[config.mk]
export PLATFORM = sky130hd
export DESIGN_NAME = ppp_div_pipe
export DESIGN_NICKNAME = d
export VERILOG_FILES = /design/src/sv/ppp_pkg.sv /design/src/sv/ppp_div_pipe.sv
export SDC_FILE = /design/constraint.sdc
export NUM_CORES = 2
export LEC_CHECK = 0
export BUFFER_PORTS_ARGS = -buffer_cell sky130_fd_sc_hd__buf_2
export CORE_MARGIN = 4
export CORE_UTILIZATION = 32
export DETAILED_ROUTE_END_ITERATION = 16
export GPL_TIMING_DRIVEN = 0
export PLACE_DENSITY = 0.45
export SYNTH_ARGS = -nofsm -noshare
export SYNTH_HDL_FRONTEND = slang
export SYNTH_SLANG_ARGS = --single-unit
[constraint.sdc]
create_clock -name clock -period 10.7 [get_ports clock]
set_input_delay 1.605 -clock clock [delete_from_list [all_inputs] [get_ports clock]]
set_output_delay 1.605 -clock clock [all_outputs]
set_load 0.005 [all_outputs]
[src/sv/ppp_pkg.sv]
`default_nettype none

package ppp_pkg;

   localparam int FRAC_BITS_DEF     = 16;
   localparam int CORDIC_STAGES_DEF = 20;
   localparam int ATAN_ENTRIES      = 30;
   localparam int DATA_W            = 32;
   localparam int ROOT_BITS         = 32;
   localparam int CX_W              = 36;   // CORDIC x/y, covers folding and gain growth
   localparam int Z_W               = 35;   // CORDIC angle, Q30

   localparam logic signed [Z_W-1:0] PI_Q30 = 35'sd3373259426;

   typedef enum logic [2:0] {
      CSR_PLANE_SELECT   = 3'd0,
      CSR_DIRECTION_GAIN = 3'd1,
      CSR_LENGTH_GAIN    = 3'd2,
      CSR_HEIGHT_GAIN    = 3'd3,
      CSR_HEIGHT_BIAS    = 3'd4
   } csr_index_type;

   typedef enum logic [1:0] {
      AXIS_X = 2'd0,
      AXIS_Y = 2'd1,
      AXIS_Z = 2'd2
   } axis_type;

   localparam logic [2:0] PLANE_XY = 3'd0;
   localparam logic [2:0] PLANE_YX = 3'd1;
   localparam logic [2:0] PLANE_YZ = 3'd2;
   localparam logic [2:0] PLANE_ZY = 3'd3;
   localparam logic [2:0] PLANE_ZX = 3'd4;
   localparam logic [2:0] PLANE_XZ = 3'd5;

   function automatic logic plane_ok(input logic [2:0] sel);
      return sel <= PLANE_XZ;
   endfunction

   function automatic axis_type first_axis(input logic [2:0] sel);
      axis_type a;
      case (sel)
         PLANE_XY: a = AXIS_X;
         PLANE_YX: a = AXIS_Y;
         PLANE_YZ: a = AXIS_Y;
         PLANE_ZY: a = AXIS_Z;
         PLANE_ZX: a = AXIS_Z;
         PLANE_XZ: a = AXIS_X;
         default:  a = AXIS_X;
      endcase
      return a;
   endfunction

   function automatic axis_type second_axis(input logic [2:0] sel);
      axis_type a;
      case (sel)
         PLANE_XY: a = AXIS_Y;
         PLANE_YX: a = AXIS_X;
         PLANE_YZ: a = AXIS_Z;
         PLANE_ZY: a = AXIS_Y;
         PLANE_ZX: a = AXIS_X;
         PLANE_XZ: a = AXIS_Z;
         default:  a = AXIS_Y;
      endcase
      return a;
   endfunction

   function automatic axis_type normal_axis(input logic [2:0] sel);
      axis_type a;
      case (sel)
         PLANE_XY: a = AXIS_Z;
         PLANE_YX: a = AXIS_Z;
         PLANE_YZ: a = AXIS_X;
         PLANE_ZY: a = AXIS_X;
         PLANE_ZX: a = AXIS_Y;
         PLANE_XZ: a = AXIS_Y;
         default:  a = AXIS_Z;
      endcase
      return a;
   endfunction

   // reversed pairs flip the height
   function automatic logic normal_neg(input logic [2:0] sel);
      logic n;
      case (sel)
         PLANE_YX: n = 1'b1;
         PLANE_ZY: n = 1'b1;
         PLANE_XZ: n = 1'b1;
         default:  n = 1'b0;
      endcase
      return n;
   endfunction

   function automatic logic signed [Z_W-1:0] atan_q30(input logic [4:0] idx);
      logic signed [Z_W-1:0] a;
      case (idx)
         5'd0:    a = 35'sd843314857;
         5'd1:    a = 35'sd497837829;
         5'd2:    a = 35'sd263043837;
         5'd3:    a = 35'sd133525159;
         5'd4:    a = 35'sd67021687;
         5'd5:    a = 35'sd33543516;
         5'd6:    a = 35'sd16775851;
         5'd7:    a = 35'sd8388437;
         5'd8:    a = 35'sd4194283;
         5'd9:    a = 35'sd2097149;
         5'd10:   a = 35'sd1048576;
         5'd11:   a = 35'sd524288;
         5'd12:   a = 35'sd262144;
         5'd13:   a = 35'sd131072;
         5'd14:   a = 35'sd65536;
         5'd15:   a = 35'sd32768;
         5'd16:   a = 35'sd16384;
         5'd17:   a = 35'sd8192;
         5'd18:   a = 35'sd4096;
         5'd19:   a = 35'sd2048;
         5'd20:   a = 35'sd1024;
         5'd21:   a = 35'sd512;
         5'd22:   a = 35'sd256;
         5'd23:   a = 35'sd128;
         5'd24:   a = 35'sd64;
         5'd25:   a = 35'sd32;
         5'd26:   a = 35'sd16;
         5'd27:   a = 35'sd8;
         5'd28:   a = 35'sd4;
         5'd29:   a = 35'sd2;
         default: a = '0;
      endcase
      return a;
   endfunction

endpackage

`default_nettype wire

[src/sv/ppp_div_pipe.sv]
`default_nettype none

// Restoring divider, one quotient bit per stage, MSB first.
// Caller guarantees the quotient fits FRAC_BITS+1 bits.
module ppp_div_pipe import ppp_pkg::*; #(
   parameter int FRAC_BITS = FRAC_BITS_DEF
) (
   input  logic                        clock,
   input  logic [FRAC_BITS:0]          en,
   input  logic [DATA_W+FRAC_BITS:0]   rem_in,
   input  logic [DATA_W-1:0]           den_in,
   output logic [FRAC_BITS:0]          quo_out
);

   localparam int DW = DATA_W + FRAC_BITS + 1;
   localparam int NQ = FRAC_BITS + 1;

   logic [DW-1:0]     rem_ff [NQ];
   logic [DATA_W-1:0] den_ff [NQ];
   logic [NQ-1:0]     quo_ff [NQ];

   for (genvar j = 0; j < NQ; j++) begin : g_bit
      localparam int B = FRAC_BITS - j;
      logic [DW-1:0]     rem_p;
      logic [DATA_W-1:0] den_p;
      logic [NQ-1:0]     quo_p;
      logic [DW-1:0]     sub;
      logic              fit;

      if (j == 0) begin : g_first
         assign rem_p = rem_in;
         assign den_p = den_in;
         assign quo_p = '0;
      end else begin : g_next
         assign rem_p = rem_ff[j-1];
         assign den_p = den_ff[j-1];
         assign quo_p = quo_ff[j-1];
      end

      assign sub = DW'(den_p) << B;
      assign fit = rem_p >= sub;

      always_ff @(posedge clock) begin
         if (en[j]) begin
            rem_ff[j] <= fit ? rem_p - sub : rem_p;
            den_ff[j] <= den_p;
            quo_ff[j] <= fit ? (quo_p | (NQ'(1) << B)) : quo_p;
         end
      end
   end

   assign quo_out = quo_ff[NQ-1];

endmodule

`default_nettype wire

==> out/results.txt <==
critical path class = input pin to register
dominant cell type by area after synthesis = edfxtp_1
clk_skew = 0.0594 ns
fin crit share = 51.4%
met2 wire len = 119000 microns
clk root buf = clkbuf_16
vias = 57056
CP required = 11.25 ns
Die W = 513 microns
Tmin final = 5.50 ns
Die Span Y = 513 microns
Worst-Margin Slew = 1.30 ns
RSZ-0062 raised after global routing = false
worst min path class = register to register
Longest Clk Path Bufs = 3
port bufs = 115
clock sinks = 1449
most frequent cells in the layout = 1449 x edfxtp_1, 683 x a21oi_1, 681 x inv_1, 617 x nand2_1, 544 x ha_1
Cell Count, Final, Fillers Out = 11300
footprint of the multi-input gates = 0.0346 sq mm
Yosys cell types = 102
top sig layer = met4
fin. max-slew vios = 0
critical path fanouts, max = 10
post-DP HPWL = 190000 microns
cell internal pwr = 15.6 mW
commonest non-fill, non-tap cell in the layout = edfxtp_1
Synth Flop Type = edfxtp_1
H-tree depth = 4
Starting DRT DRC Count = 3755
Post-Syn Area = 0.0816 sq mm
post-CTS resize count = 0
leakage dissipation = 36.1 nW
R2R Path Start = den_ff[0][384]$_DFFE_PP_
hold-critical path depth = 0
drt via density = 5.05
Reg power frac = 36.6%
Boundary Pins = 116
Post-synth ARST share = 0%
critical path's largest stage delay = 1.03 ns
largest cells by area after synthesis = edfxtp_1 53%, ha_1 8.3%, a21oi_1 4.2%
status = completed
Setup Buffers After CTS = 0
Cell Area, Placed = 0.0869 sq mm
sequential cell area fraction in the yosys report = 53.3%
initial antenna violation count = 13
Pwr per Cell Area = 271 mW/mm^2
Max-slew headroom = 12.8%
Register Area = 0.0435 sq mm
final hold vios = 0
sw power = 9.46 mW
Inserted Clock Buffers = 172
maximum vdd drop = 0.000164 V
GRT Util Overall = 17.7%
# Max-Cap Violations = 0
DRC Markers = 0
pin count of the biggest net entering global routing = 80
EDFF count, synth = 1449
WL final = 238000 microns
vias in the first global route = 57941
fillers = 24933
WHS Endpoint = quo_ff[4][8]$_DFFE_PP_
cts hold-fix bufs = 0
Setup TNS = 0 ns
initial core utilization = 32.1%
Synth Instances = 7483
Post-Layout Inst Area = 0.0925 sq mm
startpoint types = input pin
hold slack = 0.401 ns
highest-delay cell along the critical path = nor4b_1
Area Overhead vs Synth = 13.4%
CP Cell Sequence = buf_2, inv_1, ha_1, nand2_1, nor2_1, nand2_1, nor4_1, nor4b_1, nor3_1, nand2_1, buf_4, buf_2, a21oi_1
wire length on met3 = 8080 microns
Switching Share = 37.7%
gpl congestion = 0.910
setup violators final = 0
wl on met1 = 98300 microns
CTS tree = done
Clk Latency, worst-skew pair = 0.83 ns
WP data arrival = 6.05 ns
Yosys warnings = 0
cells on worst reg2reg path = 13
Worst-path clk slew = 0.06 ns
Hold Crit Start = quo_ff[3][59]$_DFFE_PP_
remaining antenna violation count = 0
syn avg cell area = 10.9 sq um
share of layout cells above drive strength 1 = 7.18%
post-synth top area share = 53.3%
r2r endpoint = rem_ff[0][654]$_DFFE_PP_
CP Capture Type = register
most frequent CP cell = nand2_1
max frequency = 0.182 GHz
clock network fraction of design power = 23.3%
total global routing overflow = 0
Yosys reg bits = 1449
FF-to-FF setup slack = 5.63 ns
Nets = 8448
DR WL/cell = 21.0 microns
die area = 0.263 sq mm
first-pass GRT wire length = 358000 microns
combinational cell fraction of total power = 40.1%
# rows = 185
Syn Nets = 8142
drt pass-1 iters = 5
Post-Place Cells = 10981
core region area = 0.254 sq mm
## cell usage after synthesis (74+ instances only)
cell type / n
a21o_1: 280
a21oi_1: 683
clkbuf_1: 144
edfxtp_1: 1449
ha_1: 544
inv_1: 681
nand2_1: 617
nand3_1: 114
nand4_1: 126
nor2_1: 473
nor2b_1: 74
nor3_1: 113
nor4_1: 76
o21ai_0: 520
xnor2_1: 297
xor2_1: 274
## registers in the layout (all words and copies together), names as in the netlist
name    count
rem_ff    784
den_ff    512
quo_ff    153
## kinds of logic (layout without fill, tap and decap cells)
group | count (synthesis) | in the layout | share of synthesized area [%]
AO/OA/AOI/OAI | 2018 | 2018 | 15.2
AND/OR/NAND/NOR | 1910 | 1910 | 11.3
flip-flops | 1449 | 1449 | 53.3
buffers and inverters | 896 | 1341 | 4.22
XOR/XNOR | 572 | 572 | 6.15
adder cells (fa/ha/maj) | 560 | 560 | 8.74
multiplexers | 78 | 78 | 1.07
other | 0 | 6 | 0
## area by class of cell
| type | count | share of cell area, % |
|---|---|---|
| well taps | 3366 | 4.55 |
| multi-input cells | 5138 | 37.4 |
| repair buffers | 132 | 1.14 |
| clock buffers | 207 | 4.79 |
| diodes | 6 | 0.0162 |
| inverters | 683 | 2.77 |
| plain buffers | 213 | 0.952 |
| flip-flops and latches | 1449 | 47.0 |
| clock inverters | 106 | 1.31 |
## worst max-delay path, delay by kind of cell
kind	cells	cell delay [ns]
fa+ha+maj	1	0.37
compound gates	1	0.14
buf+inv	4	0.75
simple gates	7	3.17
## per-layer routing
metal / global-route usage, % / vias to the layer above
li1: - / 28103
met3: 2.15 / 392
met4: 8.20 / 0
met1: 21.2 / 27375
met2: 31.8 / 1186
met5: 0 / -
## through the flow
stage               power, mW  util, %  setup slack, ns
finish                   25.1     36.4             5.20
global route             26.9     36.4             5.08
CTS                      25.4     36.4             4.85
detailed placement       19.3     34.2             3.95
global placement         19.3     34.0             3.94
floorplan                16.2        -             6.33
## worst max path at each step
stage,startpoint,end,cells past startpoint
finish,den_in[25],rem_ff[0][46]$_DFFE_PP_,13
detailed placement,den_in[25],rem_ff[0][46]$_DFFE_PP_,13
floorplan,den_in[3],rem_ff[0][42]$_DFFE_PP_,12
global placement,den_in[25],rem_ff[0][46]$_DFFE_PP_,13
CTS,den_in[25],rem_ff[0][46]$_DFFE_PP_,13
global route,den_in[25],rem_ff[0][46]$_DFFE_PP_,13
## power by group through the flow
| stage | Sequential, mW | Clock, mW | Combinational, mW |
|---|---|---|---|
| finish | 9.18 | 5.84 | 10.1 |
| detailed placement | 9.32 | 0 | 10.0 |
| floorplan | 8.75 | 0 | 7.45 |
| global route | 9.32 | 6.29 | 11.3 |
| CTS | 9.22 | 6.05 | 10.1 |
| global placement | 9.33 | 0 | 10.0 |
(Power assumes the default switching activity.)
